## config.mk

```make
export PLATFORM = sky130hd
export DESIGN_NAME = quadrature_detent_accelerator
export DESIGN_NICKNAME = d
export VERILOG_FILES = /design/src/sv/qda_pkg.sv /design/src/sv/qda_front.sv /design/src/sv/qda_queue.sv /design/src/sv/qda_back.sv /design/src/sv/quadrature_detent_accelerator.sv
export SDC_FILE = /design/constraint.sdc
export NUM_CORES = 1
export LEC_CHECK = 0
export ABC_AREA = 1
export CORE_ASPECT_RATIO = 0.9
export CORE_MARGIN = 2
export CORE_UTILIZATION = 65
export CTS_BUF_LIST = sky130_fd_sc_hd__clkbuf_4
export DETAILED_ROUTE_END_ITERATION = 8
export DONT_BUFFER_PORTS = 1
export PLACE_DENSITY = 0.9
export SKIP_LAST_GASP = 1
export SLEW_MARGIN = 10
export SYNTH_ARGS = -nofsm -noshare
export SYNTH_HDL_FRONTEND = slang
export SYNTH_SLANG_ARGS = --single-unit
```

## constraint.sdc

```tcl
create_clock -name i_clk -period 8.5 [get_ports i_clk]
set_input_delay 2.125 -clock i_clk [delete_from_list [all_inputs] [get_ports i_clk]]
set_output_delay 2.125 -clock i_clk [all_outputs]
set_load 0.03 [all_outputs]
```

## src/sv/qda_pkg.sv

```systemverilog
package qda_pkg;

    localparam int EDGE_W   = 16;
    localparam int Q_DEPTH  = 4;
    localparam int Q_PTR_W  = $clog2(Q_DEPTH);
    localparam int Q_CNT_W  = $clog2(Q_DEPTH + 1);
    localparam int CFG_IDX_W = 3;
    localparam int CFG_DATA_W = 8;

    typedef enum logic [CFG_IDX_W-1:0] {
        REG_DETENT_CAP     = 3'd0,
        REG_FAST_THRESHOLD = 3'd1,
        REG_MID_THRESHOLD  = 3'd2,
        REG_SLOW_THRESHOLD = 3'd3,
        REG_FAST_GAIN      = 3'd4,
        REG_MID_GAIN       = 3'd5,
        REG_SLOW_GAIN      = 3'd6
    } t_reg_idx;

    localparam logic [7:0] RST_DETENT_CAP     = 8'd12;
    localparam logic [7:0] RST_FAST_THRESHOLD = 8'd8;
    localparam logic [7:0] RST_MID_THRESHOLD  = 8'd4;
    localparam logic [7:0] RST_SLOW_THRESHOLD = 8'd2;
    localparam logic [6:0] RST_FAST_GAIN      = 7'd10;
    localparam logic [6:0] RST_MID_GAIN       = 7'd5;
    localparam logic [6:0] RST_SLOW_GAIN      = 7'd2;
    localparam logic [1:0] RST_PHASE          = 2'b11;

    typedef enum logic [1:0] {
        DELTA_NONE = 2'd0,
        DELTA_INC  = 2'd1,
        DELTA_DEC  = 2'd2
    } t_delta;

    typedef struct packed {
        logic   poll;
        t_delta delta;
    } t_entry;

    typedef struct packed {
        logic [7:0] detent_cap;
        logic [7:0] fast_threshold;
        logic [7:0] mid_threshold;
        logic [7:0] slow_threshold;
        logic [6:0] fast_gain;
        logic [6:0] mid_gain;
        logic [6:0] slow_gain;
    } t_cfg;

    localparam t_delta PHASE_DELTA [16] = '{
        DELTA_NONE, DELTA_DEC,  DELTA_INC,  DELTA_NONE,
        DELTA_INC,  DELTA_NONE, DELTA_NONE, DELTA_DEC,
        DELTA_DEC,  DELTA_NONE, DELTA_NONE, DELTA_INC,
        DELTA_NONE, DELTA_INC,  DELTA_DEC,  DELTA_NONE
    };

endpackage

```

## src/sv/qda_front.sv

```systemverilog
module qda_front (
    input  logic            i_clk,
    input  logic            i_rst_n,
    input  logic            i_accept,
    input  logic            i_kind,
    input  logic            i_phase_a,
    input  logic            i_phase_b,
    output logic            o_push,
    output qda_pkg::t_entry o_entry
);
    import qda_pkg::*;

    logic [1:0] r_last_phase;
    logic [1:0] n_last_phase;
    logic [1:0] phase;
    t_delta     delta;

    assign phase = {i_phase_b, i_phase_a};
    assign delta = PHASE_DELTA[{r_last_phase, phase}];

    always_comb begin
        n_last_phase  = r_last_phase;
        o_push        = 1'b0;
        o_entry.poll  = i_kind;
        o_entry.delta = delta;
        if (i_accept) begin
            if (i_kind) begin
                o_push        = 1'b1;
                o_entry.delta = DELTA_NONE;
            end else if (phase != r_last_phase) begin
                n_last_phase = phase;
                o_push       = (delta != DELTA_NONE);
            end
        end
    end

    always_ff @(posedge i_clk) begin
        if (!i_rst_n) begin
            r_last_phase <= RST_PHASE;
        end else begin
            r_last_phase <= n_last_phase;
        end
    end

endmodule

```

## src/sv/qda_queue.sv

```systemverilog
module qda_queue (
    input  logic            i_clk,
    input  logic            i_rst_n,
    input  logic            i_push,
    input  qda_pkg::t_entry i_entry,
    input  logic            i_pop,
    output logic            o_full,
    output logic            o_valid,
    output qda_pkg::t_entry o_entry
);
    import qda_pkg::*;

    t_entry             r_mem [Q_DEPTH];
    logic [Q_PTR_W-1:0] r_wr_ptr;
    logic [Q_PTR_W-1:0] r_rd_ptr;
    logic [Q_CNT_W-1:0] r_count;

    assign o_full  = (r_count == Q_CNT_W'(Q_DEPTH));
    assign o_valid = (r_count != '0);
    assign o_entry = r_mem[r_rd_ptr];

    always_ff @(posedge i_clk) begin
        if (i_push) begin
            r_mem[r_wr_ptr] <= i_entry;
        end
    end

    always_ff @(posedge i_clk) begin
        if (!i_rst_n) begin
            r_wr_ptr <= '0;
            r_rd_ptr <= '0;
            r_count  <= '0;
        end else begin
            if (i_push) begin
                r_wr_ptr <= r_wr_ptr + Q_PTR_W'(1);
            end
            if (i_pop) begin
                r_rd_ptr <= r_rd_ptr + Q_PTR_W'(1);
            end
            if (i_push && !i_pop) begin
                r_count <= r_count + Q_CNT_W'(1);
            end else if (!i_push && i_pop) begin
                r_count <= r_count - Q_CNT_W'(1);
            end
        end
    end

endmodule

```

## src/sv/qda_back.sv

```systemverilog
module qda_back (
    input  logic              i_clk,
    input  logic              i_rst_n,
    input  qda_pkg::t_cfg     i_cfg,
    input  logic              i_q_valid,
    input  qda_pkg::t_entry   i_q_entry,
    output logic              o_pop,
    output logic              o_out_valid,
    input  logic              i_out_stall,
    output logic signed [7:0] o_step,
    output logic              o_moved
);
    import qda_pkg::*;

    localparam int SUM_W = EDGE_W + 1;
    localparam logic signed [EDGE_W-1:0] EDGE_MAX = {1'b0, {(EDGE_W-1){1'b1}}};
    localparam logic signed [EDGE_W-1:0] EDGE_MIN = {1'b1, {(EDGE_W-1){1'b0}}};

    logic signed [EDGE_W-1:0] r_edge;
    logic signed [EDGE_W-1:0] n_edge;
    logic signed [2:0]        r_rem;
    logic signed [2:0]        n_rem;
    logic                     r_out_valid;
    logic signed [7:0]        r_step;
    logic                     r_moved;

    logic signed [SUM_W-1:0]  sum;
    logic signed [SUM_W-1:0]  adj;
    logic signed [SUM_W-1:0]  det_full;
    logic signed [SUM_W-1:0]  rem_full;
    logic [SUM_W-1:0]         amount;
    logic [7:0]               capped;
    logic [6:0]               mag;
    logic                     big;
    logic signed [7:0]        step;
    logic                     out_free;
    logic                     load;

    always_comb begin
        sum      = $signed({{(SUM_W-3){r_rem[2]}}, r_rem})
                 + $signed({r_edge[EDGE_W-1], r_edge});
        adj      = sum[SUM_W-1] ? sum + SUM_W'(3) : sum;
        det_full = adj >>> 2;
        rem_full = sum - (det_full <<< 2);
        big      = (det_full != '0);
        amount   = det_full[SUM_W-1] ? SUM_W'(-det_full) : SUM_W'(det_full);
        capped   = (amount > SUM_W'(i_cfg.detent_cap)) ? i_cfg.detent_cap : amount[7:0];
        priority if (capped >= i_cfg.fast_threshold) begin
            mag = i_cfg.fast_gain;
        end else if (capped >= i_cfg.mid_threshold) begin
            mag = i_cfg.mid_gain;
        end else if (capped >= i_cfg.slow_threshold) begin
            mag = i_cfg.slow_gain;
        end else begin
            mag = 7'd1;
        end
        if (!big) begin
            step = '0;
        end else if (det_full[SUM_W-1]) begin
            step = -$signed({1'b0, mag});
        end else begin
            step = $signed({1'b0, mag});
        end
    end

    assign out_free = !r_out_valid || !i_out_stall;
    assign o_pop    = i_q_valid && (!i_q_entry.poll || out_free);
    assign load     = o_pop && i_q_entry.poll;

    always_comb begin
        n_edge = r_edge;
        n_rem  = r_rem;
        if (o_pop) begin
            if (i_q_entry.poll) begin
                n_edge = '0;
                n_rem  = rem_full[2:0];
            end else begin
                unique case (i_q_entry.delta)
                    DELTA_INC: begin
                        if (r_edge != EDGE_MAX) n_edge = r_edge + EDGE_W'(1);
                    end
                    DELTA_DEC: begin
                        if (r_edge != EDGE_MIN) n_edge = r_edge - EDGE_W'(1);
                    end
                    default: begin
                        n_edge = r_edge;
                    end
                endcase
            end
        end
    end

    always_ff @(posedge i_clk) begin
        if (!i_rst_n) begin
            r_edge      <= '0;
            r_rem       <= '0;
            r_out_valid <= 1'b0;
        end else begin
            r_edge <= n_edge;
            r_rem  <= n_rem;
            if (load) begin
                r_out_valid <= 1'b1;
            end else if (!i_out_stall) begin
                r_out_valid <= 1'b0;
            end
        end
    end

    always_ff @(posedge i_clk) begin
        if (load) begin
            r_step  <= step;
            r_moved <= big;
        end
    end

    assign o_out_valid = r_out_valid;
    assign o_step      = r_step;
    assign o_moved     = r_moved;

endmodule

```

## src/sv/quadrature_detent_accelerator.sv

```systemverilog
// Quadrature encoder decoder with detent acceleration. Requests are pin samples
// (kind 0) or polls (kind 1); each poll returns one step/moved result, pin samples
// return nothing. The block takes one request per cycle: a front stage decodes
// pin transitions and queues edges and polls in a four-entry queue, and a back
// stage retires queued entries into the edge count or, for a poll, into the output
// register, one entry per cycle while no poll waits on an untaken result. A poll
// with nothing queued ahead of it is written into the queue, then loaded into the
// output register. The input stalls only while the queue is full, which happens
// if results sit untaken. Write configuration only while no request is in flight.
module quadrature_detent_accelerator (
    input  logic                             i_clk,
    input  logic                             i_rst_n,
    input  logic                             i_cfg_we,
    input  logic [qda_pkg::CFG_IDX_W-1:0]    i_cfg_index,
    input  logic [qda_pkg::CFG_DATA_W-1:0]   i_cfg_data,
    input  logic                             i_in_valid,
    output logic                             o_in_stall,
    input  logic                             i_kind,
    input  logic                             i_phase_a,
    input  logic                             i_phase_b,
    output logic                             o_out_valid,
    input  logic                             i_out_stall,
    output logic signed [7:0]                o_step,
    output logic                             o_moved
);
    import qda_pkg::*;

    t_cfg   r_cfg;
    t_entry push_entry;
    t_entry head_entry;
    logic   accept;
    logic   push;
    logic   pop;
    logic   q_full;
    logic   q_valid;

    always_ff @(posedge i_clk) begin
        if (!i_rst_n) begin
            r_cfg.detent_cap     <= RST_DETENT_CAP;
            r_cfg.fast_threshold <= RST_FAST_THRESHOLD;
            r_cfg.mid_threshold  <= RST_MID_THRESHOLD;
            r_cfg.slow_threshold <= RST_SLOW_THRESHOLD;
            r_cfg.fast_gain      <= RST_FAST_GAIN;
            r_cfg.mid_gain       <= RST_MID_GAIN;
            r_cfg.slow_gain      <= RST_SLOW_GAIN;
        end else if (i_cfg_we) begin
            unique case (i_cfg_index)
                REG_DETENT_CAP:     r_cfg.detent_cap     <= i_cfg_data;
                REG_FAST_THRESHOLD: r_cfg.fast_threshold <= i_cfg_data;
                REG_MID_THRESHOLD:  r_cfg.mid_threshold  <= i_cfg_data;
                REG_SLOW_THRESHOLD: r_cfg.slow_threshold <= i_cfg_data;
                REG_FAST_GAIN:      r_cfg.fast_gain      <= i_cfg_data[6:0];
                REG_MID_GAIN:       r_cfg.mid_gain       <= i_cfg_data[6:0];
                REG_SLOW_GAIN:      r_cfg.slow_gain      <= i_cfg_data[6:0];
                default: begin
                    r_cfg <= r_cfg;
                end
            endcase
        end
    end

    assign o_in_stall = q_full;
    assign accept     = i_in_valid && !q_full;

    qda_front u_front (
        .i_clk     (i_clk),
        .i_rst_n   (i_rst_n),
        .i_accept  (accept),
        .i_kind    (i_kind),
        .i_phase_a (i_phase_a),
        .i_phase_b (i_phase_b),
        .o_push    (push),
        .o_entry   (push_entry)
    );

    qda_queue u_queue (
        .i_clk   (i_clk),
        .i_rst_n (i_rst_n),
        .i_push  (push),
        .i_entry (push_entry),
        .i_pop   (pop),
        .o_full  (q_full),
        .o_valid (q_valid),
        .o_entry (head_entry)
    );

    qda_back u_back (
        .i_clk       (i_clk),
        .i_rst_n     (i_rst_n),
        .i_cfg       (r_cfg),
        .i_q_valid   (q_valid),
        .i_q_entry   (head_entry),
        .o_pop       (pop),
        .o_out_valid (o_out_valid),
        .i_out_stall (i_out_stall),
        .o_step      (o_step),
        .o_moved     (o_moved)
    );

endmodule
```

==> impl_metrics.py <==
metrics = {
    "global_route": {
        "grt_start_max_net_pins": 66,
        "antenna_found_initial": 0,
        "grt_overflow": 0,
        "grt_pass1_wl_um": 30800,
        "grt_pass1_vias": 6809,
        "globalRouteTotalUtil": 0.286,
    },
    "sta": {
        "setup_viol": 0,
        "setup_tns_ps": 0,
        "tightest_slew_ps": 994,
        "post-route-period-util": 0.907,
        "slew_headroom": 0.332,
        "clock_skew_ps": 23.6,
        "fmax_ghz": 0.130,
        "rsz0062_at_grt": "no",
        "hold_violations": 0,
        "layout_min_cycle_time_ps": 7710,
        "slew_viol_final": 0,
    },
    "clocking": {
        "cts_tree": "yes",
        "path_clk_slew_ps": 180,
        "cts_htree_levels": 3,
        "post_cts_resized": 0,
        "numCtsBuffers": 9,
        "cts_buffer_depth": 2,
        "cts.sinks": 105,
        "cts_root_buf": "clkbuf_4",
        "worstSkewPairLatency_ps": 500,
        "cts_hold_buffers": 0,
        "cts_setup_buffers": 0,
    },
    "yosys": {
        "synth.yosys.warnings": 0,
        "synth-seq-area-share": 0.288,
        "ys_types": 48,
        "synth-edff-count": 21,
        "synth_top_area_frac": 0.210,
        "synth_nets": 1302,
        "netlist_area_um2": 8030,
        "synth_ff_type": "dfxtp_1",
        "yosys.cell_count.top_type": "nand2_1",
        "synthAdderAreaFrac": 0.115,
        "synth-xor-area-share": 0.0153,
        "synthCells": 1211,
        "synth_seq_cells": 105,
        "synth_common_cells": "nand2_1 (307), inv_1 (170), nor2_1 (124)",
        "synthArstFlopShare": 0,
        "synth_area_leaders": "dfxtp_1 (21%), nand2_1 (14%), ha_1 (11%), inv_1 (8.0%), edfxtp_1 (7.9%)",
        "synth-simple-area-share": 0.334,
        "synth_area_leader_cell": "dfxtp_1",
        "synth_compound_area_frac": 0.152,
        "synth.avg_cell_area_um2": 6.63,
        "synth_mux_area_frac": 0,
        "synth_top_family_by_area": "simple AND/OR/NAND/NOR gates",
    },
    "die": {
        "die_area_um2": 13300,
        "rows": 38,
        "coreArea_um2": 12000,
        "die_w_um": 121,
        "pin_count": 30,
        "fp.dieH_um": 109,
        "start_util": 0.667,
    },
    "critical_path": {
        "cp_max_fo": 20,
        "cp-end-kind": "flop",
        "cp_slowest_cell": "dfxtp_1",
        "crit_arrival_ps": 7970,
        "cp_common_cell": "nand2_1",
        "path_class": "reg -> reg",
        "max_stage_delay_ps": 470,
        "critPathRequiredTime_ps": 8760,
        "cp-start-kind": "flop",
    },
    "routing": {
        "avgViaCountPerCell": 5.54,
        "first_pass_iters": 7,
        "routed_wl_um": 18500,
        "drc": 0,
        "final_antenna_net_count": 0,
        "drt-wirelength-per-cell_um": 13.5,
        "initialDrtViolationCount": 563,
        "vias": 7585,
    },
    "layout": {
        "fill_cells": 1001,
        "final_nets": 1295,
        "n_antenna_cell": 0,
        "layout-drive-gt1-share": 0.0778,
        "areaGrowthSynthToFinish_pct": 3.74,
    },
    "place": {
        "place_hpwl_um": 14200,
        "gp_congestion": 0.975,
        "place.port_buffers": 0,
    },
    "run": {
        "cap_violations": 0,
    },
    "status": {
        "outcome": "complete, no violations",
    },
    "min_path": {
        "hp-class": "reg -> reg",
    },
}
[layout make-up]
class / count / area, um^2 / area share
Multi-Input combinational cell: 905 / 4950 / 0.595
Sequential cell: 105 / 2310 / 0.278
Inverter: 183 / 687 / 0.0825
Tap cell: 160 / 200 / 0.0240
Clock inverter: 7 / 105 / 0.0126
Clock buffer: 9 / 67.6 / 0.00812
[final timing paths]
check	from	endpoint	slack [ps]	cells after the start
min reg2reg	r_cfg[6]	r_cfg[6]	460	2
max	u_back.r_edge[0]	u_back.o_step[6]	790	50
min	r_cfg[6]	r_cfg[6]	460	2
max reg2reg	u_back.r_edge[0]	u_back.o_step[6]	790	50
[critical path: cells and delay by family, from the launching register on]
kind | cells | cell delay (ps)
AND/OR/NAND/NOR | 27 | 3030
AO/OA/AOI/OAI | 11 | 1620
adder cells (fa/ha/maj) | 5 | 1420
buffers and inverters | 6 | 680
flip-flops | 1 | 470
XOR/XNOR | 1 | 210
[logic make-up after synthesis]
logic type / count (synthesis)
AO/OA/AOI/OAI: 223
buffers and inverters: 201
adder cells (fa/ha/maj): 72
flip-flops: 105
XOR/XNOR: 14
AND/OR/NAND/NOR: 596
[state kept, by name, indices dropped and copies added (netlist names), named ones only]
name                  cells
r_cfg                    53
u_back.o_moved            1
u_back.o_out_valid        1
u_back.o_step             8
u_back.r_edge            16
u_back.r_rem              3
u_front.r_last_phase      2
u_queue.r_count           3
u_queue.r_mem            12
u_queue.r_rd_ptr          2
u_queue.r_wr_ptr          2
[through the flow]
stage	util	cell area, um^2	hold slack (ps)	instances	setup WS [ps]
2_1_floorplan	-	8030	421	1211	2250
3_3_place_gp	0.677	8150	435	1353	1310
3_5_place_dp	0.677	8150	440	1353	1000
4_1_cts	0.692	8320	459	1369	846
5_1_grt	0.692	8330	490	1369	30.2
6_report	0.692	8330	459	1369	791
[per-layer routing]
metal	routed length, um	track usage
met1	8450	0.375
met5	0	0
met3	1120	0.0519
met2	8700	0.488
met4	272	0.0756
[cell usage in the layout (no fill, tap or decap), drive strengths merged, types with 6 or more instances in the layout]
master,instances
a21oi,107
clkbuf,9
dfxtp,84
edfxtp,21
ha,69
inv,185
nand2,336
nand3,86
nand4,13
nor2,141
nor3,6
o21ai,86
xor2,9
Power is left out: the tool's default activity adds up to more than one toggle a clock period on the data nets, which glitch-free logic cannot reach.
